<file path="config.mk">
export PLATFORM = sky130hd
export DESIGN_NAME = bridge_adc_serial_reader_flat
export DESIGN_NICKNAME = d
export VERILOG_FILES = /design/src/rtl/basr_pkg.sv /design/src/rtl/basr_if.sv /design/src/rtl/basr_regs.sv /design/src/rtl/bridge_adc_serial_reader.sv /design/src/flat_wrapper.sv
export VERILOG_INCLUDE_DIRS = /design/src /design/src/rtl
export SDC_FILE = /design/constraint.sdc
export NUM_CORES = 1
export LEC_CHECK = 0
export BUFFER_PORTS_ARGS = -buffer_cell sky130_fd_sc_hd__buf_2
export CORE_MARGIN = 3
export CORE_UTILIZATION = 59
export DETAILED_ROUTE_END_ITERATION = 8
export GPL_TIMING_DRIVEN = 0
export PLACE_DENSITY = 0.79
export RECOVER_POWER = 25
export SLEW_MARGIN = 5
export SYNTH_ARGS = -nofsm -noshare
export SYNTH_HDL_FRONTEND = slang
export SYNTH_SLANG_ARGS = --single-unit
export TNS_END_PERCENT = 10
</file>
<file path="constraint.sdc">
create_clock -name clk -period 4.9 [get_ports clk]
set_clock_uncertainty 0.1 [all_clocks]
set_input_delay 0.735 -clock clk [delete_from_list [all_inputs] [get_ports clk]]
set_output_delay 0.735 -clock clk [all_outputs]
set_load 0.01 [all_outputs]
</file>
<file path="src/rtl/assert_macros.svh">
// ---------------------------------------------------------------------------
// Assertion macros
// Shared concurrent assertion forms, compiled out with ASSERT_OFF.
// ---------------------------------------------------------------------------
`ifndef ASSERT_MACROS_SVH
`define ASSERT_MACROS_SVH

`ifndef ASSERT_OFF

`define ASSERT_IMPLY(label, clk, rst_n, ante, cons) \
    label: assert property (@(posedge clk) disable iff (!rst_n) (ante) |-> (cons)) \
        else $error("same-cycle implication failed");

`define ASSERT_NEXT(label, clk, rst_n, ante, cons) \
    label: assert property (@(posedge clk) disable iff (!rst_n) (ante) |=> (cons)) \
        else $error("next-cycle implication failed");

`else

`define ASSERT_IMPLY(label, clk, rst_n, ante, cons)

`define ASSERT_NEXT(label, clk, rst_n, ante, cons)

`endif

`endif

</file>
<file path="src/rtl/basr_pkg.sv">
// ---------------------------------------------------------------------------
// basr_pkg
// Types and constants for the bridge converter serial reader.
// ---------------------------------------------------------------------------
package basr_pkg;

    localparam int SAMPLE_W    = 24;
    localparam int TICK_W      = 16;
    localparam int CFG_INDEX_W = 3;
    localparam int CFG_DATA_W  = 16;

    localparam logic [SAMPLE_W-1:0] OFFSET_FLIP = 24'h800000;

    // register indexes
    localparam logic [CFG_INDEX_W-1:0] REG_RESET_HIGH  = 3'd0;
    localparam logic [CFG_INDEX_W-1:0] REG_RESET_LOW   = 3'd1;
    localparam logic [CFG_INDEX_W-1:0] REG_READY_TMO   = 3'd2;
    localparam logic [CFG_INDEX_W-1:0] REG_CLOCK_HIGH  = 3'd3;
    localparam logic [CFG_INDEX_W-1:0] REG_FINAL_HIGH  = 3'd4;

    typedef enum logic [2:0] {
        PH_IDLE   = 3'd0,
        PH_RST_HI = 3'd1,
        PH_RST_LO = 3'd2,
        PH_WAIT   = 3'd3,
        PH_CLK_HI = 3'd4,
        PH_CLK_LO = 3'd5,
        PH_FIN_HI = 3'd6,
        PH_FIN_LO = 3'd7
    } phase_t;

    typedef struct packed {
        logic [9:0]  reset_high_ticks;
        logic [7:0]  reset_low_ticks;
        logic [15:0] ready_timeout;
        logic [7:0]  clock_high_ticks;
        logic [7:0]  final_high_ticks;
    } cfg_t;

endpackage

</file>
<file path="src/rtl/basr_if.sv">
// ---------------------------------------------------------------------------
// basr_if
// Valid/ready channels: timing ticks in, pin/result words out, register writes.
// ---------------------------------------------------------------------------
interface basr_tick_if;
    logic valid;
    logic ready;
    logic start_req;
    logic dout;

    modport source (output valid, output start_req, output dout, input ready);
    modport sink   (input valid, input start_req, input dout, output ready);
endinterface

interface basr_result_if;
    logic                          valid;
    logic                          ready;
    logic                          sck;
    logic                          busy_res;
    logic                          done_res;
    logic                          failed;
    logic [basr_pkg::SAMPLE_W-1:0] sample;

    modport source (output valid, output sck, output busy_res, output done_res,
                    output failed, output sample, input ready);
    modport sink   (input valid, input sck, input busy_res, input done_res,
                    input failed, input sample, output ready);
endinterface

interface basr_cfg_if;
    logic                             valid;
    logic                             ready;
    logic [basr_pkg::CFG_INDEX_W-1:0] index;
    logic [basr_pkg::CFG_DATA_W-1:0]  data;

    modport source (output valid, output index, output data, input ready);
    modport sink   (input valid, input index, input data, output ready);
endinterface

</file>
<file path="src/rtl/basr_regs.sv">
// ---------------------------------------------------------------------------
// basr_regs
// Timing register bank, written through the configuration channel.
// ---------------------------------------------------------------------------
module basr_regs (
    input  logic           clk,
    input  logic           rst_n,
    basr_cfg_if.sink       cfg,
    output basr_pkg::cfg_t regs
);
    import basr_pkg::*;

    cfg_t regs_reg;

    assign cfg.ready = 1'b1;
    assign regs      = regs_reg;

    always_ff @(posedge clk or negedge rst_n)
    begin
        if (!rst_n)
        begin
            regs_reg.reset_high_ticks <= 10'd100;
            regs_reg.reset_low_ticks  <= 8'd2;
            regs_reg.ready_timeout    <= 16'd500;
            regs_reg.clock_high_ticks <= 8'd1;
            regs_reg.final_high_ticks <= 8'd2;
        end
        else if (cfg.valid)
        begin
            // unknown indexes are dropped
            case (cfg.index)
                REG_RESET_HIGH: regs_reg.reset_high_ticks <= cfg.data[9:0];
                REG_RESET_LOW:  regs_reg.reset_low_ticks  <= cfg.data[7:0];
                REG_READY_TMO:  regs_reg.ready_timeout    <= cfg.data;
                REG_CLOCK_HIGH: regs_reg.clock_high_ticks <= cfg.data[7:0];
                REG_FINAL_HIGH: regs_reg.final_high_ticks <= cfg.data[7:0];
                default: ;
            endcase
        end
    end

endmodule

</file>
<file path="src/rtl/bridge_adc_serial_reader.sv">
// ---------------------------------------------------------------------------
// bridge_adc_serial_reader
// Two-wire bridge converter reader: pin sequencer with registered result.
// ---------------------------------------------------------------------------
// One tick word is taken every clock cycle unless the result is stalled, and
// each gives one result word (clock pin level, busy, done, failed, sample) in
// the next cycle from the result register. A start request while idle drives
// the clock pin high for reset_high_ticks, low for reset_low_ticks, then waits
// up to ready_timeout ticks for the data pin to go low (done with failed and
// sample 0 on timeout). DATA_BITS pulses of clock_high_ticks high and one low
// tick each shift the data pin in, MSB first; a final pulse of final_high_ticks
// high and one low tick end the read with the 24-bit sample XOR 0x800000. The
// timing registers aside, the sequencer state and the result register are the
// only stores, so the rate is set by the result register alone: a tick word is
// accepted when the result register is empty or being drained in that cycle.
module bridge_adc_serial_reader #(
    parameter int DATA_BITS = 24
) (
    input  logic          clk,
    input  logic          rst_n,
    basr_tick_if.sink     tick,
    basr_result_if.source result,
    basr_cfg_if.sink      cfg
);
    import basr_pkg::*;
`include "assert_macros.svh"

    localparam int                BIT_W    = $clog2(DATA_BITS);
    localparam logic [BIT_W-1:0]  LAST_BIT = BIT_W'(DATA_BITS - 1);

    cfg_t regs;

    basr_regs u_regs (
        .clk   (clk),
        .rst_n (rst_n),
        .cfg   (cfg),
        .regs  (regs)
    );

    phase_t              phase_reg, phase_next;
    logic [TICK_W-1:0]   tick_reg, tick_next;
    logic [BIT_W-1:0]    bit_reg, bit_next;
    logic [SAMPLE_W-1:0] shift_reg, shift_next;

    logic                out_valid_reg, out_valid_next;
    logic                sck_reg, busy_reg, done_reg, failed_reg;
    logic [SAMPLE_W-1:0] sample_reg;

    phase_t              ph;
    logic [TICK_W-1:0]   tc, tc_inc, limit;
    logic                reached;
    logic                sck_c, busy_c, done_c, failed_c;
    logic [SAMPLE_W-1:0] sample_c;

    logic in_fire;
    logic out_fire;

    assign tick.ready = !out_valid_reg || result.ready;
    assign in_fire    = tick.valid && tick.ready;
    assign out_fire   = out_valid_reg && result.ready;

    // working phase for this tick: a start in idle begins on the same tick
    always_comb
    begin
        ph = phase_reg;
        tc = tick_reg;
        if (phase_reg == PH_IDLE && tick.start_req)
        begin
            ph = PH_RST_HI;
            tc = '0;
        end
        case (ph)
            PH_RST_HI: limit = TICK_W'(regs.reset_high_ticks);
            PH_RST_LO: limit = TICK_W'(regs.reset_low_ticks);
            PH_WAIT:   limit = regs.ready_timeout;
            PH_CLK_HI: limit = TICK_W'(regs.clock_high_ticks);
            PH_FIN_HI: limit = TICK_W'(regs.final_high_ticks);
            default:   limit = '0;
        endcase
        tc_inc  = tc + TICK_W'(1);
        // a limit of zero ends after one tick, as does one
        reached = (tc_inc >= limit);
    end

    // next state
    always_comb
    begin
        phase_next = ph;
        tick_next  = reached ? '0 : tc_inc;
        bit_next   = bit_reg;
        shift_next = shift_reg;
        case (ph)
            PH_RST_HI: if (reached) phase_next = PH_RST_LO;
            PH_RST_LO: if (reached) phase_next = PH_WAIT;
            PH_WAIT:
            begin
                if (!tick.dout)
                begin
                    phase_next = PH_CLK_HI;
                    tick_next  = '0;
                    bit_next   = '0;
                    shift_next = '0;
                end
                else if (reached)
                begin
                    phase_next = PH_IDLE;
                end
            end
            PH_CLK_HI: if (reached) phase_next = PH_CLK_LO;
            PH_CLK_LO:
            begin
                shift_next = {shift_reg[SAMPLE_W-2:0], tick.dout};
                tick_next  = '0;
                if (bit_reg == LAST_BIT)
                begin
                    bit_next   = '0;
                    phase_next = PH_FIN_HI;
                end
                else
                begin
                    bit_next   = bit_reg + BIT_W'(1);
                    phase_next = PH_CLK_HI;
                end
            end
            PH_FIN_HI: if (reached) phase_next = PH_FIN_LO;
            PH_FIN_LO:
            begin
                tick_next  = tc;
                phase_next = PH_IDLE;
            end
            default:
            begin
                tick_next = tc;
            end
        endcase
    end

    // pin and result levels for this tick
    always_comb
    begin
        sck_c    = 1'b0;
        busy_c   = 1'b1;
        done_c   = 1'b0;
        failed_c = 1'b0;
        sample_c = '0;
        case (ph)
            PH_RST_HI, PH_CLK_HI, PH_FIN_HI: sck_c = 1'b1;
            PH_RST_LO, PH_CLK_LO: ;
            PH_WAIT:
            begin
                if (tick.dout && reached)
                begin
                    done_c   = 1'b1;
                    failed_c = 1'b1;
                end
            end
            PH_FIN_LO:
            begin
                done_c   = 1'b1;
                sample_c = shift_reg ^ OFFSET_FLIP;
            end
            default: busy_c = 1'b0;
        endcase
    end

    always_comb
    begin
        out_valid_next = out_valid_reg;
        if (in_fire)
            out_valid_next = 1'b1;
        else if (out_fire)
            out_valid_next = 1'b0;
    end

    always_ff @(posedge clk or negedge rst_n)
    begin
        if (!rst_n)
        begin
            phase_reg     <= PH_IDLE;
            tick_reg      <= '0;
            bit_reg       <= '0;
            shift_reg     <= '0;
            out_valid_reg <= 1'b0;
        end
        else
        begin
            out_valid_reg <= out_valid_next;
            if (in_fire)
            begin
                phase_reg <= phase_next;
                tick_reg  <= tick_next;
                bit_reg   <= bit_next;
                shift_reg <= shift_next;
            end
        end
    end

    always_ff @(posedge clk)
    begin
        if (in_fire)
        begin
            sck_reg    <= sck_c;
            busy_reg   <= busy_c;
            done_reg   <= done_c;
            failed_reg <= failed_c;
            sample_reg <= sample_c;
        end
    end

    assign result.valid    = out_valid_reg;
    assign result.sck      = sck_reg;
    assign result.busy_res = busy_reg;
    assign result.done_res = done_reg;
    assign result.failed   = failed_reg;
    assign result.sample   = sample_reg;

    `ASSERT_IMPLY(a_done_busy, clk, rst_n, out_valid_reg && done_reg, busy_reg)
    `ASSERT_IMPLY(a_fail_done, clk, rst_n, out_valid_reg && failed_reg, done_reg && sample_reg == '0)
    `ASSERT_IMPLY(a_sample_done, clk, rst_n, out_valid_reg && !done_reg, sample_reg == '0)
    `ASSERT_IMPLY(a_idle_bits, clk, rst_n, phase_reg == PH_IDLE, bit_reg == '0)
    `ASSERT_NEXT(a_fire_valid, clk, rst_n, in_fire, out_valid_reg)

endmodule

</file>
<file path="src/flat_wrapper.sv">
// flat-port wrapper written by rule: the top's interface ports become plain ports
module bridge_adc_serial_reader_flat import basr_pkg::*;
#(
    parameter int DATA_BITS = 24
)
  (clk, rst_n, tick_valid, tick_start_req, tick_dout, tick_ready, result_valid, result_sck, result_busy_res, result_done_res, result_failed, result_sample, result_ready, cfg_valid, cfg_index, cfg_data, cfg_ready);
  basr_tick_if tick_i ();
  basr_result_if result_i ();
  basr_cfg_if cfg_i ();
  input  logic clk;
  input  logic rst_n;
  input wire logic [$bits(tick_i.valid)-1:0] tick_valid;
  input wire logic [$bits(tick_i.start_req)-1:0] tick_start_req;
  input wire logic [$bits(tick_i.dout)-1:0] tick_dout;
  output wire logic [$bits(tick_i.ready)-1:0] tick_ready;
  output wire logic [$bits(result_i.valid)-1:0] result_valid;
  output wire logic [$bits(result_i.sck)-1:0] result_sck;
  output wire logic [$bits(result_i.busy_res)-1:0] result_busy_res;
  output wire logic [$bits(result_i.done_res)-1:0] result_done_res;
  output wire logic [$bits(result_i.failed)-1:0] result_failed;
  output wire logic [$bits(result_i.sample)-1:0] result_sample;
  input wire logic [$bits(result_i.ready)-1:0] result_ready;
  input wire logic [$bits(cfg_i.valid)-1:0] cfg_valid;
  input wire logic [$bits(cfg_i.index)-1:0] cfg_index;
  input wire logic [$bits(cfg_i.data)-1:0] cfg_data;
  output wire logic [$bits(cfg_i.ready)-1:0] cfg_ready;
  assign tick_i.valid = tick_valid;
  assign tick_i.start_req = tick_start_req;
  assign tick_i.dout = tick_dout;
  assign tick_ready = tick_i.ready;
  assign result_valid = result_i.valid;
  assign result_sck = result_i.sck;
  assign result_busy_res = result_i.busy_res;
  assign result_done_res = result_i.done_res;
  assign result_failed = result_i.failed;
  assign result_sample = result_i.sample;
  assign result_i.ready = result_ready;
  assign cfg_i.valid = cfg_valid;
  assign cfg_i.index = cfg_index;
  assign cfg_i.data = cfg_data;
  assign cfg_ready = cfg_i.ready;
  bridge_adc_serial_reader #(.DATA_BITS(DATA_BITS)) u_core (.clk(clk), .rst_n(rst_n), .tick(tick_i), .result(result_i), .cfg(cfg_i));
endmodule
</file>
==> results.json <==
{
  "outcome": "finished with violations",
  "failed_checks": "max-capacitance violations, max-slew violations",
  "maxSlewHeadroom_pct": -21.48,
  "ys_seq_elements": 127,
  "clock_sinks": 127,
  "hp-class": "primary input to flop",
  "synthFlopType": "dfrtp_1",
  "worst_pin_slew_ps": 1822,
  "fin_util_pct": 72.11,
  "hpwl_um": 8479,
  "worstReg2RegStart": "u_core.phase_reg[0]$_DFFE_PN0P_",
  "ys_seq_area_share_pct": 54.79,
  "clock_latency_ps": 520,
  "timing.final.crit_share_pct": 91.86,
  "yosysWarnings": 0,
  "final_common_cell": "dfrtp_1",
  "antenna_cells": 0,
  "largest_reg_flops": 50,
  "min_from": "tick_valid",
  "worstPathCellList": "clkbuf_2 -> nand3b_1 -> nand2_1 -> inv_1 -> ha_1 -> nand2_1 -> nor4_2 -> nand3_1 -> xor2_1 -> nor2_1 -> ha_1 -> nand4_1 -> or3_4 -> a2111oi_4 -> nor3b_2 -> and4_1 -> buf_6 -> a22o_1",
  "layout_common_cells": "dfrtp_1 (87), nand2_1 (80), buf_2 (59), mux2_2 (50), nor2_1 (46)",
  "post-route-cell-area_um2": 7146,
  "dp_cells": 738,
  "drive_gt1_share_pct": 26.06,
  "finalNonFillerCells": 770,
  "portBuffers": 53,
  "critical-path-max-stage-delay_ps": 490,
  "gp_congestion": 0.8610,
  "grt-ovfl-total": 0,
  "placed_cell_area_um2": 6546,
  "vias": 4472,
  "syn_inst": 551,
  "p_leak_nw": 3.190,
  "drtIter0Drc": 203,
  "cts.clk_slew.worst_paths_ps": 60,
  "rsz0062_at_grt": "no",
  "finalHoldWorstSlack_ps": 316.4,
  "fmax_mhz": 222.2,
  "synth.distinct_cells": 53,
  "p_per_area_nw_per_um2": 513.7,
  "grt_max_degree": 66,
  "slew_violations": 102,
  "cp.arrival_ps": 4800,
  "wire_per_inst_um": 16.19,
  "dieArea_um2": 11560,
  "ir_drop_v": 0.0003843,
  "drtAntennaViolNets": 0,
  "area_delta_synth_final_pct": 17.46,
  "avgSynthCellArea_um2": 11.04,
  "cts_root_buf": "clkbuf_8",
  "critPathSlowestCell": "dfrtp_1",
  "drc": 0,
  "crit_type": "flop to flop",
  "hold_viol": 0,
  "critPathLaunch": "u_core.phase_reg[0]$_DFFE_PN0P_",
  "cts-buffers-inserted": 17,
  "initial_core_util_pct": 61.39,
  "routed_via_density": 5.808,
  "core_um2": 9910,
  "routed_wl_um": 12470,
  "io_pins": 57,
  "required_ps": 5200,
  "cts_tree": "done",
  "synth_edf_count": 28,
  "antenna_found_initial": 0,
  "period_needed_ps": 4501,
  "synth_area_um2": 6083,
  "first_pass_iters": 6,
  "critPathCaptureType": "flop",
  "syn-num-nets": 595,
  "die_w_um": 107.5,
  "die_h_um": 107.5,
  "grt_pass1_wl_um": 21120,
  "rows": 36,
  "fin_nets": 668,
  "critPathLaunchType": "flop",
  "setup_viol": 0,
  "power_mw": 3.670,
  "grt.total_usage_pct": 23.26,
  "clk_path_buf_depth": 2,
  "fillCellCount": 708,
  "worstPathMaxFanout": 10,
  "cts_max_level": 4,
  "first_global_vias": 4403,
  "async_flop_share_pct": 77.95,
  "cap_violations": 2
}
==> power by group <==
part | internal [mW] | switching, mW | total, mW
Combinational | 0.396 | 0.610 | 1.01
Sequential | 1.27 | 0.122 | 1.39
Clock | 0.830 | 0.440 | 1.27
==> stage by stage <==
stage,TNS (ps),setup slack [ps]
after floorplan,0,758.8
after global placement,0,10.75
after detailed placement,-119.5,-55.72
after CTS,0,62.69
after global routing,0,80.58
final,0,398.8
==> routing by layer <==
layer  GRT usage, %  part of all wire (%)
met1          29.04                    42
met3          4.139                   4.5
met2          39.83                    51
met5              0                     0
met4          9.829                   1.9
==> what timing repair did <==
item                       4_1_cts  5_1_grt
setup endpoints to repair        0       20
setup buffers                    0        0
hold buffers                     0        0
hold endpoints to repair         0        0
resized for setup                0        6
==> cell type report <==
| type | instances | area, µm² | area share, % |
|---|---|---|---|
| repair buffers | 54 | 269.0 | 3.765 |
| clock buffers | 22 | 474.2 | 6.636 |
| flip-flops and latches | 127 | 3333 | 46.65 |
| well taps | 133 | 166.4 | 2.329 |
| multi-input cells | 390 | 2619 | 36.65 |
| plain buffers | 28 | 128.9 | 1.804 |
| inverters | 6 | 22.52 | 0.3152 |
| clock inverters | 10 | 132.6 | 1.856 |
==> critical path: cells and delay by family (launching register included) <==
kind                     cells  cell delay [ps]
AO/OA/AOI/OAI                2              470
XOR/XNOR                     1              150
adder cells (fa/ha/maj)      2              590
buffers and inverters        3              520
flip-flops                   1              490
AND/OR/NAND/NOR             10             2060
==> cell families after synthesis <==
group | after synthesis | share of synthesized area (%)
buffers and inverters | 34 | 2.427
AOI/OAI and AO/OA | 73 | 8.577
adders and majority gates | 18 | 3.702
and+or+nand+nor | 226 | 17.81
other | 1 | 0.06164
DFF | 127 | 54.79
xor gates and xnor gates | 12 | 1.728
muxes | 60 | 10.90
==> synth_stat cells, types with 3 or more instances <==
cell	number	area (µm²)
dfrtp_1	87	2177
nand2_1	80	300.3
mux2_2	50	563.0
nor2_1	46	172.7
nand3_1	35	175.2
edfxtp_1	28	840.8
and2_1	23	143.9
ha_1	18	225.2
clkbuf_1	17	63.81
a21oi_1	15	75.07
o21ai_0	15	75.07
a22o_1	13	113.9
dfstp_2	12	315.3
nor3_1	11	55.05
mux2i_1	10	100.1
a221oi_1	8	70.07
buf_2	7	35.03
nand4_1	7	43.79
inv_1	6	22.52
xnor2_1	6	52.55
xor2_1	6	52.55
and3_1	4	25.02
a22oi_1	3	22.52
a31oi_1	3	18.77
nor2b_1	3	18.77
nor3b_1	3	22.52
o211ai_1	3	22.52
o21a_1	3	22.52
==> path summary, 6_finish.rpt <==
check	depth (start not counted)	end	slack, ps
setup / recovery	18	u_core.tick_reg[7]$_DFFE_PN0P_	400
hold / removal	2	u_core.result.valid$_DFFE_PN0P_	320
setup reg to reg	18	u_core.tick_reg[7]$_DFFE_PN0P_	400
hold reg to reg	2	u_core.shift_reg[19]$_DFFE_PN0P_	380
max in group asynchronous	2	u_core.phase_reg[0]$_DFFE_PN0P_	1700
min in group asynchronous	1	u_core.u_regs.regs[2]$_DFFE_PN0P_	600
(Power assumes the default switching activity.)
